==> src/rtl/core/wifi_tx_airtime_duration_assert.svh <==
// assertion macros for the airtime duration block
`ifndef WIFI_TX_AIRTIME_DURATION_ASSERT_SVH
`define WIFI_TX_AIRTIME_DURATION_ASSERT_SVH
`ifndef SYNTH
// property checked outside of reset
`define WTAD_ASSERT(lbl, clk, rstn, prop) \
  lbl: assert property (@(posedge clk) disable iff (!rstn) (prop)) \
    else $error("wtad assertion failed");
// property checked at every edge, reset included
`define WTAD_ASSERT_ALWAYS(lbl, clk, prop) \
  lbl: assert property (@(posedge clk) (prop)) \
    else $error("wtad assertion failed");
`else
`define WTAD_ASSERT(lbl, clk, rstn, prop)
`define WTAD_ASSERT_ALWAYS(lbl, clk, prop)
`endif
`endif

==> src/rtl/core/wtad_pkg.sv <==
package wtad_pkg;

  // divider geometry
  localparam int NUM_W      = 25;
  localparam int DEN_W      = 16;
  localparam int DIV_STAGES = NUM_W;
  localparam int TIME_W     = 28;

  localparam logic [11:0] MAX_FRAME_BYTES = 12'd4095;

  // phy codes
  localparam logic [1:0] PHY_CCK   = 2'd0;
  localparam logic [1:0] PHY_OFDM  = 2'd1;
  localparam logic [1:0] PHY_HT    = 2'd2;
  localparam logic [1:0] PHY_RSVD  = 2'd3;
  localparam logic       CTRL_CCK  = 1'b0;
  localparam logic       CTRL_OFDM = 1'b1;

  // timing constants in us or bits
  localparam int CCK_GAP_US    = 10;
  localparam int CCK_PRE_BITS  = 144;
  localparam int CCK_HDR_BITS  = 48;
  localparam int OFDM_GAP_US   = 16;
  localparam int OFDM_PRE      = 20;
  localparam int OFDM_SVC_BITS = 22;
  localparam int HT_PRE        = 8 + 8 + 4 + 8 + 4 + 4 + 6;
  localparam int HT_SIFS       = 10;
  localparam int ACK_BYTES     = 14;
  localparam int RTS_BYTES     = 20;
  localparam int KBPS_SCALE    = 1000;

  localparam int CCK_LONG_OVH  = CCK_GAP_US + CCK_PRE_BITS + CCK_HDR_BITS;
  localparam int CCK_SHORT_OVH = CCK_GAP_US + (CCK_PRE_BITS + CCK_HDR_BITS) / 2;
  localparam int OFDM_OVH      = OFDM_GAP_US + OFDM_PRE;
  localparam int HT_OVH        = HT_PRE + HT_SIFS;
  localparam int ACK_BITS      = ACK_BYTES * 8;
  localparam int RTS_BITS      = RTS_BYTES * 8;
  // lsig: subtract sifs and 26, add 3 for rounding
  localparam int LSIG_OFS      = HT_SIFS + 26 - 3;

  // reciprocals: x/250 and x/5
  localparam logic [16:0] RECIP_250   = 17'd67109;
  localparam int          RECIP_250_S = 24;
  localparam logic [14:0] RECIP_5     = 15'd26215;
  localparam int          RECIP_5_S   = 17;

  function automatic logic [8:0] ht_dbps(logic [2:0] mcs);
    logic [8:0] r;
    unique case (mcs)
      3'd0: r = 9'd26;
      3'd1: r = 9'd52;
      3'd2: r = 9'd78;
      3'd3: r = 9'd104;
      3'd4: r = 9'd156;
      3'd5: r = 9'd208;
      3'd6: r = 9'd234;
      default: r = 9'd260;
    endcase
    return r;
  endfunction

  typedef logic [NUM_W-1:0] div_num_t;
  typedef logic [DEN_W-1:0] div_den_t;

  typedef struct packed {
    logic [1:0]  data_phy;
    logic [15:0] data_kbps;
    logic [2:0]  ht_mcs;
    logic        short_gi;
    logic        ctrl_phy;
    logic [15:0] ctrl_kbps;
    logic [11:0] frame_bytes;
    logic        is_unicast;
    logic        use_rts;
  } in_item_t;

  typedef struct packed {
    logic [15:0] ack_duration;
    logic [15:0] rts_nav;
    logic [11:0] consume_units;
    logic [11:0] legacy_length;
  } out_item_t;

  // per-frame flags that ride along the divider
  typedef struct packed {
    logic ht;
    logic data_cck;
    logic sgi;
    logic ctrl_cck;
    logic uni;
    logic rts;
  } side_t;

endpackage

==> src/rtl/core/wtad_div_pipe.sv <==
module wtad_div_pipe (
  input  logic              clk_i,
  input  logic              en_i,
  input  wtad_pkg::div_num_t num_i,
  input  wtad_pkg::div_den_t den_i,
  output wtad_pkg::div_num_t quo_o
);
  import wtad_pkg::*;

  logic [DEN_W-1:0] rem_q [DIV_STAGES];
  div_num_t         num_q [DIV_STAGES];
  div_num_t         quo_q [DIV_STAGES];
  div_den_t         den_q [DIV_STAGES];

  // one quotient bit per stage, restoring
  for (genvar g = 0; g < DIV_STAGES; g++) begin : g_stage
    logic [DEN_W-1:0] rem_in;
    div_num_t         num_in;
    div_num_t         quo_in;
    div_den_t         den_in;
    logic [DEN_W:0]   trial;
    logic             ge;

    if (g == 0) begin : g_first
      assign rem_in = '0;
      assign num_in = num_i;
      assign quo_in = '0;
      assign den_in = den_i;
    end else begin : g_next
      assign rem_in = rem_q[g-1];
      assign num_in = num_q[g-1];
      assign quo_in = quo_q[g-1];
      assign den_in = den_q[g-1];
    end

    assign trial = {rem_in, num_in[NUM_W-1]};
    assign ge    = trial >= {1'b0, den_in};

    always_ff @(posedge clk_i) begin
      if (en_i) begin
        rem_q[g] <= ge ? DEN_W'(trial - {1'b0, den_in}) : trial[DEN_W-1:0];
        num_q[g] <= {num_in[NUM_W-2:0], 1'b0};
        quo_q[g] <= {quo_in[NUM_W-2:0], ge};
        den_q[g] <= den_in;
      end
    end
  end

  assign quo_o = quo_q[DIV_STAGES-1];

endmodule

==> config.mk <==
export PLATFORM = sky130hd
export DESIGN_NAME = wtad_div_pipe
export DESIGN_NICKNAME = d
export VERILOG_FILES = /design/src/rtl/core/wifi_tx_airtime_duration_assert.svh /design/src/rtl/core/wtad_pkg.sv /design/src/rtl/core/wtad_div_pipe.sv
export SDC_FILE = /design/constraint.sdc
export NUM_CORES = 2
export LEC_CHECK = 0
export BUFFER_PORTS_ARGS = -buffer_cell sky130_fd_sc_hd__buf_2
export CELL_PAD_IN_SITES_DETAIL_PLACEMENT = 1
export CELL_PAD_IN_SITES_GLOBAL_PLACEMENT = 1
export CORE_MARGIN = 8
export CORE_UTILIZATION = 58
export DETAILED_ROUTE_END_ITERATION = 8
export PLACE_DENSITY_LB_ADDON = 0.25
export REMOVE_ABC_BUFFERS = 1
export SYNTH_ARGS = -nofsm -noshare
export SYNTH_HDL_FRONTEND = slang
export SYNTH_SLANG_ARGS = --single-unit
==> constraint.sdc <==
create_clock -name clk_i -period 10.59 [get_ports clk_i]
set_clock_uncertainty 0.2 [all_clocks]
set_input_delay 1.059 -clock clk_i [delete_from_list [all_inputs] [get_ports clk_i]]
set_output_delay 1.059 -clock clk_i [all_outputs]
set_load 0.02 [all_outputs]
* Word-level counts from Yosys, hierarchy flattened
Memory sizes are Yosys's and may differ from the RTL's. Index checks and enable logic that the tools add are counted.
Word-level totals: bits in writable memories 2025, memories kept 4, register bits 0, output and inout bits 25, word-level logic and storage cells 81
Operators by class: $add $sub $neg 25, order comparisons 25, mux-type cells 27
Memories:
- quo_q | words 25, width 25, rd ports 25, clocked after memory_dff 0, wr ports 25, RTL line wtad_div_pipe.sv:12 | div_num_t quo_q [DIV_STAGES];
- num_q | words 25, width 24, rd ports 24, clocked after memory_dff 0, wr ports 25, RTL line wtad_div_pipe.sv:11 | div_num_t num_q [DIV_STAGES];
- den_q | words 25, width 16, rd ports 24, clocked after memory_dff 0, wr ports 25, RTL line wtad_div_pipe.sv:13 | div_den_t den_q [DIV_STAGES];
- rem_q | words 25, width 16, rd ports 24, clocked after memory_dff 0, wr ports 25, RTL line wtad_div_pipe.sv:10 | logic [DEN_W-1:0] rem_q [DIV_STAGES];
Operators with widths (number):
- $ge A17 B16 Y1 | 24
- $mux W16 | 25
- $sub A16 B16 Y16 | 24
- $ge A1 B16 Y1 | 1
- $sub A1 B16 Y16 | 1
- $mux W1 | 2

* Depth between registers and ports, before layout
An unclocked memory read counts as a cell.
depth after elaboration 3, mapped depth 12, gate-level depth less buffers 11

* Least setup slack after synthesis
Ideal clock, no wire load.
path kind flip-flop to flip-flop, start point memory den_q[0][81] (netlist name), end point memory rem_q[6][8], in the netlist rem_q[0][104], data pin, clock period less this slack 3.363 ns, slack 7.227 ns, data required time 10.130 ns, arrival 2.903 ns, library setup time 0.260 ns, stages on the path, launching flop included 13, cells stage by stage edfxtp_1 > inv_1 > ha_1 > nor2b_4 > o31a_1 > o21ai_2 > nand2_2 > a2111oi_4 > a211oi_1 > or4_1 > buf_6 > buf_12 > mux2_4
RTL lines (RTL line):
- start: declaration | wtad_div_pipe.sv:13
- end: declaration | wtad_div_pipe.sv:10

==> summary.md <==
| Metric | Value |
|---|---|
| Status | `completed` |
| Fillers | `about 10000` |
| Crit share post-route | `39.0%` |
| First-pass GRT wire length | `about 230000 um` |
| Worst-path clk slew | `~0.070 ns` |
| Share of the synthesized area in the top cell type | `65.0%` |
| Seq pwr share | `between 30% and 40%` |
| Total congestion overflow | `0` |
| Vias | `38283` |
| Cell count after synthesis | `4694` |
| Number of I/O port buffers | `67` |
| I/O pin count | `68` |
| Yosys warning count | `0` |
| Fin cells | `between 6000 and 7000` |
| Combinational Power Share | `between 30 and 40%` |
| Post_cts resized | `0` |
| Die X | `roughly 350 um` |
| Synth Flop Type | `edfxtp_1` |
| Root buf cell | `clkbuf_16` |
| Final hold viol count | `0` |
| Ys async rst share | `0%` |
| DR vias/cell | `5.91` |
| Routed length per placed instance | `approximately 23 um` |
| RSZ-0062 raised after global routing | `no` |
| CP max FO | `26` |
| Slew HR | `around 28%` |
| Max_cap viols | `0` |
| Initial Util | `about three fifths` |
| N_diodes | `0` |
| Num CTS Buffers | `around 150` |
| Startpoint type of the worst setup path | `flop` |
| Final instance area | `0.0712 sq mm` |
| Yosys reg bits | `roughly 1400` |
| Worst-skew pair later-pin latency | `between 0.7 and 0.8 ns` |
| Final ANT Viol Nets | `0` |
| Multi-input gate area | `~0.02 sq mm` |
| Mapped Area | `between 0.06 and 0.07 sq mm` |
| Final Max Slew Viols | `0` |
| Power Density | `295 mW/mm^2` |
| Post-DP Area | `0.0666 sq mm` |
| Drt pass-1 iters | `6` |
| Unique cell type count in the Yosys netlist | `between 80 and 90` |
| Post-Route Setup TNS | `0 ns` |
| Reg area | `0.0418 sq mm` |
| Reg2reg setup slack | `6.46 ns` |
| Share of layout cells above drive strength 1 | `roughly a tenth` |
| CTS tree | `done` |
| Die area | `roughly 0.12 sq mm` |
| Net Sw Power | `7.10 mW` |
| Post-synth EDFFs | `1393` |
| Avg Synthesized Cell Area | `around 14 sq um` |
| Hold buffer count at cts | `0` |
| Crit path arrival time | `roughly 4.4 ns` |
| DP HPWL | `101000 um` |
| Sink Count | `around 1400` |
| Initial antenna violation count | `0` |
| Clock share of power | `roughly a quarter` |
| Row cnt | `about 120` |
| Kind of critical path | `reg2reg` |
| Leakage | `~28 nW` |
| Largest net degree at the start of global routing | `roughly 190` |
| Worst hold path class | `reg2reg` |
| Peak VDD IR | `190 uV` |
| Post-Route WL | `between 100000 and 150000 um` |
| CP Data Required Time | `between 10 and 15 ns` |
| Internal | `13.9 mW` |
| GR Util All Layers | `a little under a quarter` |
| Vert. Die Dim | `between 300 and 400 um` |
| Max H-tree Level | `4` |
| WHS | `approximately 0.21 ns` |
| DRC | `0` |
| Fmax | `between 200 and 250 MHz` |
| Final nets | `around 5300` |
| Min cycle time layout | `approximately 4.1 ns` |
| Max Root-Sink Buffers | `3` |
| Worst Max-Slew Pin Slew | `around 1.1 ns` |
| GP Congestion | `0.880` |
| Seq/Total Area, Yosys | `between 60% and 70%` |
| Core footprint | `about 0.11 sq mm` |
| Layout area overhead | `10.7%` |
| Crit. End Element | `flop` |
| Number of global-route vias before repair | `41439` |
| Final setup fails | `0` |
| Largest cells by area after synthesis | `edfxtp_1 65%, ha_1 7.5%, mux2_2 3.1%, inv_1 2.8%, o21ai_0 2.3%` |
| DP Worst Slack | `6.32 ns` |
| Synth area leader | `edfxtp_1` |
| Final worst-path setup slack | `between 6 and 7 ns` |
| Post-Place Cells | `between 6000 and 7000` |
| Initial DRC Count | `roughly 2800` |
| Switching part of the total | `between 30% and 40%` |
| Post-CTS Repair Setup Buffers | `0` |
## path summary, 6_finish.rpt
| path | start | end | cells past startpoint |
|---|---|---|---|
| setup / recovery | den_q[0][49] | rem_q[0][70] | 9 |
| hold / removal | num_q[2][43] | num_q[2][68] | 0 |
| setup reg to reg | den_q[0][49] | rem_q[0][70] | 9 |
| hold reg to reg | num_q[2][43] | num_q[2][68] | 0 |
## cell type report
class                   instances  share of cell area, %
flip-flops and latches       1393                   58.8
multi-input cells            2761                   28.8
clock buffers                 182                   5.56
well taps                    1488                   2.62
inverters                     486                   2.56
clock inverters                79                  0.924
repair buffers                 92                  0.826
## metrics by stage
step	power [mW]	utilization [%]
CTS	21.1	64.5
finish	21.0	64.5
detailed placement	15.9	60.3
floorplan	13.6	-
global placement	15.3	60.3
global route	22.1	64.5
## power by group through the flow
stage / registers (mW) / logic, mW / clock network [mW]
6_report: 8.32 / 7.65 / 4.99
5_1_grt: 8.41 / 8.41 / 5.27
4_1_cts: 8.32 / 7.65 / 5.09
3_5_place_dp: 8.41 / 7.46 / 0
3_3_place_gp: 8.35 / 6.98 / 0
2_1_floorplan: 8.04 / 5.57 / 0
## cells in the final DEF, fill, tap and decap left out, drive strengths merged, types with 23 or more instances in the layout
master,count
inv,488
nand3,45
nand4,52
clkbuf,182
nor2,237
xor2,92
o21a,87
buf,92
o31a,33
o21bai,28
edfxtp,1393
a21oi,275
a211oi,42
a21o,85
nor3,49
o21ai,299
a31oi,31
mux2,183
ha,386
nand2b,46
o31ai,37
fa,23
clkinv,64
mux2i,31
nor2b,63
xnor2,155
nand2,264
## cells in the mapped netlist, types with 7 or more instances
master / number
ha_1: 386
fa_1: 23
o211ai_1: 8
nand2_1: 263
and3_1: 18
o21a_1: 87
mux2_4: 7
nor3_1: 48
or4_1: 7
mux2i_1: 31
o22ai_1: 11
nor4_1: 21
nand4_1: 52
xor2_1: 92
buf_2: 8
mux2_2: 176
a2111oi_0: 12
inv_1: 485
xnor2_1: 155
a21boi_0: 19
a21o_1: 85
or2_2: 7
nand2b_1: 46
o21bai_1: 28
edfxtp_1: 1393
a211o_1: 7
a31oi_1: 31
a21oi_1: 275
clkbuf_1: 41
a211oi_1: 41
nand3_1: 45
o31ai_1: 36
and2_1: 12
o41ai_1: 9
nor2_1: 237
o31a_1: 33
o21ai_0: 295
nor2b_1: 62
## per-layer routing
layer | vias to the layer above | track usage [%] | routed length (um)
met5 | - | 0 | 0
met4 | 0 | 9.48 | 5590
met3 | 331 | 3.32 | 5740
met2 | 934 | 42.8 | 75700
met1 | 19184 | 29.2 | 59000
li1 | 17834 | - | -
## state kept, by name, summed over array words and instances (netlist names)
register / cells
quo_q: 325
den_q: 384
num_q: 300
rem_q: 384
## worst max-delay path, cell delays in order (launching register included)
cell      delay (ns)
edfxtp_1        0.45
inv_1           0.07
ha_1            0.29
nor2b_1         0.16
o31a_1          0.29
or4_1           0.42
a31oi_1         0.54
o221ai_1        0.32
a41o_1          0.67
mux2_2          0.44
## cells by family after synthesis
| group | Yosys count | share of synthesized area, % |
|---|---|---|
| buf+inv | 540 | 3.21 |
| xor+xnor | 247 | 3.36 |
| compound gates | 1037 | 10.1 |
| flops | 1393 | 65.0 |
| fa+ha+maj | 409 | 8.23 |
| simple gates | 854 | 6.31 |
| mux | 214 | 3.73 |
Power figures use the tool's default switching activity.
